--- src/design/ecam_pkg.sv ---
`default_nettype none
// ----------------------------------------------------------------------------
// ECAM region lookup package
// Shared sizes, request codes and the command and status bundles that pass
// between the controller and the datapath.
// ----------------------------------------------------------------------------
package ecam_pkg;

   localparam int MAX_REGIONS = 16;
   localparam int IDX_W       = (MAX_REGIONS > 1) ? $clog2(MAX_REGIONS) : 1;
   localparam int CNT_W       = $clog2(MAX_REGIONS + 1);
   localparam int BUS_SHIFT   = 20;

   localparam int ADDR_W      = 64;
   localparam int SEG_W       = 16;
   localparam int BUS_W       = 8;
   localparam int OP_W        = 2;
   localparam int ENTRY_CNT_W = 5;

   localparam logic [OP_W-1:0] OP_CLEAR  = 2'd0;
   localparam logic [OP_W-1:0] OP_LOAD   = 2'd1;
   localparam logic [OP_W-1:0] OP_LOOKUP = 2'd2;

   typedef struct packed {
      logic [ADDR_W-1:0] base;
      logic [SEG_W-1:0]  segment;
      logic [BUS_W-1:0]  first_bus;
      logic [BUS_W-1:0]  last_bus;
   } region_type;

   typedef struct packed {
      logic capture;      // latch the request fields, rewind the scan
      logic apply;        // perform clear or load and post a result
      logic scan;         // issue the next table read
      logic finish_hit;   // post the matching entry's address
      logic finish_miss;  // post a miss
   } cmd_type;

   typedef struct packed {
      logic is_lookup;
      logic match;
      logic exhausted;
   } status_type;

endpackage
`default_nettype wire

--- src/design/ecam_ctrl.sv ---
`default_nettype none
// ----------------------------------------------------------------------------
// ECAM region lookup controller
// Sequences one request: capture, then either apply a clear or load, or scan
// the region table until a match or the end of the held entries.
// ----------------------------------------------------------------------------
module ecam_ctrl (
   input  wire logic                clock,
   input  wire logic                reset,
   input  wire logic                start,
   output logic                     busy,
   input  ecam_pkg::status_type     status,
   output ecam_pkg::cmd_type        cmd
);

   localparam logic [1:0] ST_IDLE = 2'd0;
   localparam logic [1:0] ST_EXEC = 2'd1;
   localparam logic [1:0] ST_SCAN = 2'd2;

   logic [1:0] state_ff;
   logic [1:0] state_in;

   assign busy = (state_ff != ST_IDLE);

   always_comb begin
      state_in         = state_ff;
      cmd              = '0;
      unique case (state_ff)
         ST_IDLE: begin
            if (start) begin
               cmd.capture = 1'b1;
               state_in    = ST_EXEC;
            end
         end
         ST_EXEC: begin
            if (status.is_lookup) begin
               state_in = ST_SCAN;
            end else begin
               cmd.apply = 1'b1;
               state_in  = ST_IDLE;
            end
         end
         ST_SCAN: begin
            // the read issued here is dropped when the entry in hand matches
            cmd.scan = 1'b1;
            if (status.match) begin
               cmd.finish_hit = 1'b1;
               state_in       = ST_IDLE;
            end else if (status.exhausted) begin
               cmd.finish_miss = 1'b1;
               state_in        = ST_IDLE;
            end
         end
         default: begin
            state_in = ST_IDLE;
         end
      endcase
   end

   always_ff @(posedge clock) begin
      if (reset) begin
         state_ff <= ST_IDLE;
      end else begin
         state_ff <= state_in;
      end
   end

   a_accept_enters_exec: assert property (@(posedge clock) disable iff (reset)
      (start && !busy) |=> (state_ff == ST_EXEC))
      else $error("accepted request did not enter execute");

   a_finish_exclusive: assert property (@(posedge clock) disable iff (reset)
      !(cmd.finish_hit && cmd.finish_miss))
      else $error("hit and miss posted together");

   a_non_lookup_one_cycle: assert property (@(posedge clock) disable iff (reset)
      (state_ff == ST_EXEC && !status.is_lookup) |=> (state_ff == ST_IDLE))
      else $error("clear or load did not finish in one cycle");

endmodule
`default_nettype wire

--- src/design/ecam_dpath.sv ---
`default_nettype none
// ----------------------------------------------------------------------------
// ECAM region lookup datapath
// Request registers, region table memory, held count, scan pointer with a
// registered read stage, match logic and the result registers.
// ----------------------------------------------------------------------------
module ecam_dpath (
   input  wire logic                                  clock,
   input  wire logic                                  reset,
   input  ecam_pkg::cmd_type                          cmd,
   output ecam_pkg::status_type                       status,
   input  wire logic [ecam_pkg::OP_W-1:0]             req_op,
   input  wire logic [ecam_pkg::ADDR_W-1:0]           req_region_base,
   input  wire logic [ecam_pkg::SEG_W-1:0]            req_region_segment,
   input  wire logic [ecam_pkg::BUS_W-1:0]            req_region_first_bus,
   input  wire logic [ecam_pkg::BUS_W-1:0]            req_region_last_bus,
   input  wire logic [ecam_pkg::SEG_W-1:0]            req_query_segment,
   input  wire logic [ecam_pkg::BUS_W-1:0]            req_query_bus,
   output logic                                       rsp_strobe,
   output logic [ecam_pkg::ADDR_W-1:0]                rsp_config_address,
   output logic                                       rsp_hit,
   output logic [ecam_pkg::ENTRY_CNT_W-1:0]           rsp_entry_count
);

   // request registers
   logic [ecam_pkg::OP_W-1:0]   op_ff;
   ecam_pkg::region_type        load_ff;
   logic [ecam_pkg::SEG_W-1:0]  qseg_ff;
   logic [ecam_pkg::BUS_W-1:0]  qbus_ff;

   // table state
   ecam_pkg::region_type        table_mem [ecam_pkg::MAX_REGIONS];
   logic [ecam_pkg::CNT_W-1:0]  count_ff;
   logic [ecam_pkg::CNT_W-1:0]  count_in;
   logic                        table_full;
   logic                        do_write;

   // scan
   logic [ecam_pkg::CNT_W-1:0]  scan_idx_ff;
   logic                        issue;
   ecam_pkg::region_type        rd_ff;
   logic                        rd_valid_ff;
   logic                        entry_match;
   logic [ecam_pkg::BUS_W-1:0]  bus_diff;
   logic [ecam_pkg::ADDR_W-1:0] hit_addr;

   // result
   logic                        rsp_valid_ff;
   logic                        rsp_hit_ff;
   logic [ecam_pkg::ADDR_W-1:0] rsp_addr_ff;

   assign table_full = (count_ff >= ecam_pkg::CNT_W'(ecam_pkg::MAX_REGIONS));
   assign do_write   = cmd.apply && (op_ff == ecam_pkg::OP_LOAD) && !table_full;
   assign issue      = cmd.scan && (scan_idx_ff < count_ff);

   always_comb begin
      count_in = count_ff;
      if (cmd.apply) begin
         priority if (op_ff == ecam_pkg::OP_CLEAR) begin
            count_in = '0;
         end else if (do_write) begin
            count_in = count_ff + ecam_pkg::CNT_W'(1);
         end
      end
   end

   assign entry_match = (rd_ff.segment == qseg_ff) &&
                        (qbus_ff >= rd_ff.first_bus) &&
                        (qbus_ff <= rd_ff.last_bus);
   assign bus_diff    = qbus_ff - rd_ff.first_bus;
   assign hit_addr    = rd_ff.base + (ecam_pkg::ADDR_W'(bus_diff) << ecam_pkg::BUS_SHIFT);

   assign status.is_lookup = (op_ff == ecam_pkg::OP_LOOKUP);
   assign status.match     = rd_valid_ff && entry_match;
   assign status.exhausted = !rd_valid_ff && (scan_idx_ff >= count_ff);

   always_ff @(posedge clock) begin
      if (cmd.capture) begin
         op_ff             <= req_op;
         load_ff.base      <= req_region_base;
         load_ff.segment   <= req_region_segment;
         load_ff.first_bus <= req_region_first_bus;
         load_ff.last_bus  <= req_region_last_bus;
         qseg_ff           <= req_query_segment;
         qbus_ff           <= req_query_bus;
      end
   end

   always_ff @(posedge clock) begin
      if (do_write) begin
         table_mem[count_ff[ecam_pkg::IDX_W-1:0]] <= load_ff;
      end
   end

   always_ff @(posedge clock) begin
      if (issue) begin
         rd_ff <= table_mem[scan_idx_ff[ecam_pkg::IDX_W-1:0]];
      end
   end

   always_ff @(posedge clock) begin
      if (reset) begin
         count_ff     <= '0;
         scan_idx_ff  <= '0;
         rd_valid_ff  <= 1'b0;
         rsp_valid_ff <= 1'b0;
      end else begin
         count_ff     <= count_in;
         rsp_valid_ff <= cmd.apply || cmd.finish_hit || cmd.finish_miss;
         if (cmd.capture) begin
            scan_idx_ff <= '0;
            rd_valid_ff <= 1'b0;
         end else begin
            // drop any read still in flight once the result is posted
            rd_valid_ff <= issue && !cmd.finish_hit;
            if (issue) begin
               scan_idx_ff <= scan_idx_ff + ecam_pkg::CNT_W'(1);
            end
         end
      end
   end

   always_ff @(posedge clock) begin
      if (cmd.apply || cmd.finish_hit || cmd.finish_miss) begin
         rsp_hit_ff  <= cmd.finish_hit;
         rsp_addr_ff <= cmd.finish_hit ? hit_addr : '0;
      end
   end

   assign rsp_strobe         = rsp_valid_ff;
   assign rsp_hit            = rsp_hit_ff;
   assign rsp_config_address = rsp_addr_ff;
   assign rsp_entry_count    = ecam_pkg::ENTRY_CNT_W'(count_ff);

   a_count_bounded: assert property (@(posedge clock) disable iff (reset)
      count_ff <= ecam_pkg::CNT_W'(ecam_pkg::MAX_REGIONS))
      else $error("held count beyond table depth");

   a_miss_zero: assert property (@(posedge clock) disable iff (reset)
      (rsp_valid_ff && !rsp_hit_ff) |-> (rsp_addr_ff == '0))
      else $error("miss result carries an address");

   a_hit_is_lookup: assert property (@(posedge clock) disable iff (reset)
      (rsp_valid_ff && rsp_hit_ff) |-> (op_ff == ecam_pkg::OP_LOOKUP))
      else $error("hit reported for a non-lookup request");

   a_match_within_held: assert property (@(posedge clock) disable iff (reset)
      rd_valid_ff |-> (scan_idx_ff <= count_ff) && (scan_idx_ff != '0))
      else $error("table read outside held entries");

endmodule
`default_nettype wire

--- src/design/ecam_region_lookup.sv ---
`default_nettype none
// ----------------------------------------------------------------------------
// ECAM region lookup
// Table of up to MAX_REGIONS configuration regions with clear, load and
// first-match lookup of a segment and bus into a configuration address.
// ----------------------------------------------------------------------------
//  channel   handshake            payload
//  request   start / busy         req_op, req_region_*, req_query_*
//  result    rsp_strobe (1 cycle) rsp_config_address, rsp_hit, rsp_entry_count
//
//  Clear, load and unused codes: capture, then apply in the execute state;
//  the result strobes from the result registers. Lookup: one table read
//  per cycle from a registered memory port; a miss strobes after every held
//  entry is read without a match, a hit after the read of its entry.
//  busy drops as the result strobes; a new request may be taken that cycle.
//  Synchronous reset empties the table; no clearing pass is needed.
//  The receiver cannot stall: each result is present for one cycle only.
// ----------------------------------------------------------------------------
module ecam_region_lookup (
   input  wire logic                                  clock,
   input  wire logic                                  reset,
   input  wire logic                                  start,
   output logic                                       busy,
   input  wire logic [ecam_pkg::OP_W-1:0]             req_op,
   input  wire logic [ecam_pkg::ADDR_W-1:0]           req_region_base,
   input  wire logic [ecam_pkg::SEG_W-1:0]            req_region_segment,
   input  wire logic [ecam_pkg::BUS_W-1:0]            req_region_first_bus,
   input  wire logic [ecam_pkg::BUS_W-1:0]            req_region_last_bus,
   input  wire logic [ecam_pkg::SEG_W-1:0]            req_query_segment,
   input  wire logic [ecam_pkg::BUS_W-1:0]            req_query_bus,
   output logic                                       rsp_strobe,
   output logic [ecam_pkg::ADDR_W-1:0]                rsp_config_address,
   output logic                                       rsp_hit,
   output logic [ecam_pkg::ENTRY_CNT_W-1:0]           rsp_entry_count
);

   ecam_pkg::cmd_type    cmd;
   ecam_pkg::status_type status;

   ecam_ctrl u_ctrl (
      .clock  (clock),
      .reset  (reset),
      .start  (start),
      .busy   (busy),
      .status (status),
      .cmd    (cmd)
   );

   ecam_dpath u_dpath (
      .clock                (clock),
      .reset                (reset),
      .cmd                  (cmd),
      .status               (status),
      .req_op               (req_op),
      .req_region_base      (req_region_base),
      .req_region_segment   (req_region_segment),
      .req_region_first_bus (req_region_first_bus),
      .req_region_last_bus  (req_region_last_bus),
      .req_query_segment    (req_query_segment),
      .req_query_bus        (req_query_bus),
      .rsp_strobe           (rsp_strobe),
      .rsp_config_address   (rsp_config_address),
      .rsp_hit              (rsp_hit),
      .rsp_entry_count      (rsp_entry_count)
   );

endmodule
`default_nettype wire
--- config.mk ---
export PLATFORM = sky130hd
export DESIGN_NAME = ecam_region_lookup
export DESIGN_NICKNAME = d
export VERILOG_FILES = /design/src/design/ecam_pkg.sv /design/src/design/ecam_ctrl.sv /design/src/design/ecam_dpath.sv /design/src/design/ecam_region_lookup.sv
export SDC_FILE = /design/constraint.sdc
export NUM_CORES = 2
export LEC_CHECK = 0
export BUFFER_PORTS_ARGS = -buffer_cell sky130_fd_sc_hd__buf_2
export CAP_MARGIN = 20
export CORE_MARGIN = 2
export CORE_UTILIZATION = 42
export CTS_CLUSTER_SIZE = 12
export DETAILED_ROUTE_END_ITERATION = 10
export SYNTH_ARGS = -nofsm -noshare
export SYNTH_HDL_FRONTEND = slang
export SYNTH_SLANG_ARGS = --single-unit
--- constraint.sdc ---
create_clock -name clock -period 18.3 [get_ports clock]
set_clock_uncertainty 0.2 [all_clocks]
set_input_delay 5.49 -clock clock [delete_from_list [all_inputs] [get_ports clock]]
set_output_delay 5.49 -clock clock [all_outputs]
set_load 0.01 [all_outputs]
# == Word-level counts from Yosys, hierarchy flattened ==
# Memories as Yosys holds them, arrays and structs flattened. A register that Yosys moved wholly into a read port is not among the register bits.
# Cells that the tools add are included.
# W data, S select, Z words.
# totals
ff_bits,201
mem_count,1
mem_bits_rw,1536
in_bits,125
# classes
n_mux,17
add_sub_neg,4
eq_ne,7
reduce_logical,20
order_cmp,5
# mem_list
memory,words,width,read_ports,rd_clocked_by_memory_dff,wr,line,rtl
u_dpath.table_mem,16,96,1,1,1,ecam_dpath.sv:32,ecam_pkg::region_type table_mem [ecam_pkg::MAX_REGIONS];
# op_table
cell,count
$add A64 B28 Y64,1
$eq A16 B16 Y1,1
$add A5 B1 Y5 const B,2
$mux W5,2
$mux W1,9
$ge A8 B8 Y1,1
$le A8 B8 Y1,1
$logic_and A1 B1 Y1,8
$mux W2,4
$sub A8 B8 Y8,1
$pmux W2 S3,1
$ge A5 B5 Y1,1
$ge A5 B5 Y1 const B,1
$lt A5 B5 Y1,1
$eq A2 B1 Y1 const B,2
$eq A2 B2 Y1 const B,2
$logic_not A2 Y1,2
$reduce_and A2 Y1,2
$reduce_bool A2 Y1,2
$logic_not A1 Y1,3
$mux W3,1
$ne A3 B3 Y1 const B,1
$logic_or A1 B1 Y1,2
$ne A2 B2 Y1 const B,1
$reduce_or A2 Y1,1

# == Depth between registers and ports, before layout ==
# logic_depth
depth_word,8
ltp_mapped,18
mapped_depth_nobuf,16

# == Modules after synthesis ==
# A second synthesis with hierarchy kept.
# unflattened
cells_unflattened,2870
area_unflattened_um2,69107.5
# by_module_without_submodules
module,n_inst,cells_each,seq_area_each_um2,area_per_inst_um2
ecam_dpath,1,2858,54862.6,68993.7
ecam_ctrl,1,12,40.0,113.9

# == Least setup slack after synthesis ==
# No wires, ideal clock.
# synth_path
path_type,input to register
start,input port start
end,register u_dpath.rd_valid_ff
setup_ns,0.128
setup_slack_ns,6.539
path_buffers,1
t_arrival_ns,11.433
cell_stages,5
cell_sequence,inv_1 > nor2_1 > or2_2 > clkbuf_1 > nor3b_1
# synth_rtl
item,line,rtl
"start, declared",ecam_region_lookup.sv:22,"input wire logic start,"
"end signal, assigned",ecam_dpath.sv:115,rd_valid_ff <= issue && !cmd.finish_hit;
"end, declared",ecam_dpath.sv:42,logic rd_valid_ff;

# == Final worst setup path ==
# layout_path
start,register u_ctrl.state_ff[1]
end,output port busy
# layout_via
elab_chain_len,1
# layout_rtl
item,line,rtl
"start, declared",ecam_ctrl.sv:20,logic [1:0] state_ff;
"start signal, assigned",ecam_ctrl.sv:64,state_ff <= state_in;
$reduce_bool A2 Y1,ecam_ctrl.sv:23,assign busy = (state_ff != ST_IDLE);
"end, declared",ecam_region_lookup.sv:23,"output logic busy,"
# Every way passes these cells.

==> out/qor_table.md <==
| Metric | Value |
|---|---|
| Ratio of cells with drive above 1 in the final layout | 29.5% |
| Core box area | 163000 um2 |
| Cell area after synthesis | 68900 um2 |
| Required time of the critical path | 12.61 ns |
| Most frequently used flop master after synthesis | sky130_fd_sc_hd__edfxtp_1 |
| Total nets after synthesis | 3017 |
| Depth of the worst register-to-register path | 6 |
| Number of buffers inserted to repair setup after CTS | 0 |
| Post-placement worst setup slack | 10.32 ns |
| Cell type group with the largest total delay on the critical path | flip-flops |
| Worst path slowest cell | sky130_fd_sc_hd__dfxtp_1 |
| Setup repair after global routing missed its margin | false |
| Data arrival at the endpoint of the critical path | 1.67 ns |
| H-tree level count | 4 |
| Number of I/O port buffers | 196 |
| Final critical delay including setup and external delays | 7.36 ns |
| Max rail drop VDD | 0.0000977 V |
| Number of max-slew violations in the final report | 0 |
| PnR worst setup slack | 10.94 ns |
| Period utilisation layout | 40.2% |
| Number of vias in the routed layout | 30.9k |
| Final core occ | 48.2% |
| Kind of start point of the critical path | flop |
| Starting density of the core | 42.3% |
| DRT Wirelength | 161 mm |
| Sequential element share of the synthesized area | 79.7% |
| CTS buffer count | 187 |
| Run status | finished clean |
| Buffer depth of the longest clock path | 3 |
| Number of enable flip-flop cells after synthesis | 1819 |
| Total Nets Final | 3321 |
| Clk root buf | sky130_fd_sc_hd__clkbuf_16 |
| Number of ports placed on the die boundary | 197 |
| DP Wirelength | 75.9 mm |
| DRC errors left | 0 |
| Largest net degree at the start of global routing | 150 |
| Least-Margin Pin Slew | 1.08 ns |
| Floorplan die height | 409 um |
| Area delta synth->final | 13.8% |
| Hold Path Cell Cnt | 1 |
| Power density over the cells | 106 nW/um2 |
| Final-report hold violation count | 0 |
| Distinct cells, synth | 42 |
| TritonRoute pass-1 iters | 5 |
| Gate Count Post-Synth | 2856 |
| Critical Path Fanout Max | 6 |
| Final count of negative-setup-slack endpoints | 0 |
| Largest stage delay on the critical path | 0.35 ns |
| Type of the worst min-delay path | reg -> reg |
| Commonest non-fill, non-tap cell in the layout | sky130_fd_sc_hd__edfxtp_1 |
| Endpoint kind of the worst setup timing path | output pin |
| Leakage power summed over all cells | 23.8 nW |
| Weighted congestion at the end of routability-driven global placement | 0.732 |
| Total clock sinks | 1833 |
| Post-route antenna net violation count | 0 |
| Final Hold Slack | 0.358 ns |
| Crit Path Class | reg -> out |
| Total GRT Usage | 19.2% |
| Wire per inst | 29.4 um |
| Bufs and invs on worst path | 1 |
| CTS tree | built |
| Via count normalized by instance count | 5.66 |
| Number of maximum-capacitance constraint violations | 0 |
| Number of stages on the worst setup path | 2 |
| DRC marker count from the first detailed-route iteration | 3579 |
| Maximum achievable frequency | 136 MHz |
| Number of filler instances in the final layout | 12.9k |
| PostCTS Resize Cnt | 0 |
| Antenna violations before repair | 3 |
| Seq cells post-synth | 1833 |
| Relative slew slack | 27.9% |
| Fin Setup TNS | 0 ns |
| Number of standard-cell rows in the floorplan | 148 |
| CTS clock-pin slew for the worst setup and hold paths | 0.06 ns |
| Die width | 409 um |
| Most frequent cells in the layout | 1819 x sky130_fd_sc_hd__edfxtp_1, 480 x sky130_fd_sc_hd__mux4_2, 196 x sky130_fd_sc_hd__buf_2 |
| Worst-skew pair later-pin latency | 0.81 ns |
| Ordered list of cells on the worst path | or2_2 -> buf_2 |
| Cts hold-fix bufs | 0 |
| Post-synthesis area per instance | 24.1 um2 |
| Warnings from Yosys | 0 |
| Async set or reset register ratio after synthesis | 0% |
| Die Outline Area | 167000 um2 |
| Wire length of the first global-routing pass | 230 mm |
| Via count of the first global-routing pass | 33.0k |
| Grt ovf | 0 |
==> stage by stage <==
stage	power (W)	instance area (um2)	cells
floorplan	0.00482	68900	2856
global placement	0.00489	72800	5144
detailed placement	0.00490	72800	5144
CTS	0.00841	78300	5460
global route	0.00858	78400	5462
finish	0.00833	78400	5463
==> metal layers <==
layer  up-vias  routed length [um]  track usage [%]
met1     16873               69000             27.2
met5         -                  11                0
met4         2                2740             4.38
met3       211                9880             3.43
li1      12747                   -                -
met2      1074               79200             31.3
==> final cells by class <==
class                      count  area, um2  area share (%)
antenna                        1       2.50         0.00319
clock buffer                 243       4920            6.28
clock inverter                73        666           0.849
inverter                      35        131           0.168
multi-input combinational    864      13500            17.2
sequential                  1833      54900            70.0
tap                         2175       2720            3.47
timing repair buffer         239       1570            2.00
==> flip-flops by register name, summed over array words and instances, names as in the netlist <==
signal and cells:
u_dpath.table_mem 1536, u_dpath.load_ff 96, u_dpath.rd_ff 96, u_dpath.rsp_config_address 64, u_dpath.qseg_ff 16, u_dpath.qbus_ff 8, u_dpath.rsp_entry_count 5, u_dpath.scan_idx_ff 5
u_ctrl.state_ff 2, u_dpath.op_ff 2, u_dpath.rd_valid_ff 1, u_dpath.rsp_hit 1, u_dpath.rsp_strobe 1
==> cells in the mapped netlist, types with 6 or more instances <==
| library cell | instances | share of area, % |
|---|---|---|
| sky130_fd_sc_hd__a21o_1 | 6 | 0.065 |
| sky130_fd_sc_hd__a21oi_1 | 29 | 0.21 |
| sky130_fd_sc_hd__and3_1 | 25 | 0.23 |
| sky130_fd_sc_hd__buf_2 | 35 | 0.25 |
| sky130_fd_sc_hd__clkbuf_1 | 84 | 0.46 |
| sky130_fd_sc_hd__dfxtp_1 | 14 | 0.41 |
| sky130_fd_sc_hd__edfxtp_1 | 1819 | 79 |
| sky130_fd_sc_hd__ha_1 | 34 | 0.62 |
| sky130_fd_sc_hd__inv_1 | 35 | 0.19 |
| sky130_fd_sc_hd__mux4_2 | 480 | 16 |
| sky130_fd_sc_hd__nand2_1 | 31 | 0.17 |
| sky130_fd_sc_hd__nand3_1 | 19 | 0.14 |
| sky130_fd_sc_hd__nand4_1 | 16 | 0.15 |
| sky130_fd_sc_hd__nor2_1 | 76 | 0.41 |
| sky130_fd_sc_hd__nor2b_1 | 6 | 0.055 |
| sky130_fd_sc_hd__nor3_1 | 20 | 0.15 |
| sky130_fd_sc_hd__nor4_1 | 6 | 0.055 |
| sky130_fd_sc_hd__o21ai_0 | 10 | 0.073 |
| sky130_fd_sc_hd__or3_1 | 6 | 0.055 |
| sky130_fd_sc_hd__xnor2_1 | 32 | 0.41 |
| sky130_fd_sc_hd__xor2_1 | 31 | 0.39 |
==> final timing paths <==
kind	startpoint	endpoint	slack [ns]
setup / recovery	u_ctrl.state_ff[1]$_SDFFE_PP0P_	busy	10.94
hold / removal	u_dpath.rd_ff[51]$_DFFE_PP_	u_dpath.rsp_config_address[19]$_SDFFCE_PN0P_	0.36
setup reg to reg	u_dpath.scan_idx_ff[0]$_SDFFE_PP0P_	u_dpath.rd_ff[91]$_DFFE_PP_	13.09
hold reg to reg	u_dpath.rd_ff[51]$_DFFE_PP_	u_dpath.rsp_config_address[19]$_SDFFCE_PN0P_	0.36
==> where the power goes <==
part	leakage [nW]	switching [W]	internal, W	total [W]
clock	2.69	0.00155	0.00196	0.00352
combinational	4.58	0.0000631	0.0000347	0.0000978
sequential	16.6	0.0000576	0.00465	0.00471
total	23.8	0.00168	0.00665	0.00833
==> cell families after synthesis <==
family | share of synthesized area [%]
AO/OA/AOI/OAI | 0.670
XOR/XNOR | 0.801
adder cells (fa/ha/maj) | 0.676
buffers and inverters | 0.930
flip-flops | 79.7
multiplexers | 15.7
AND/OR/NAND/NOR | 1.49
Note: power is estimated with default switching activity, not from simulation.
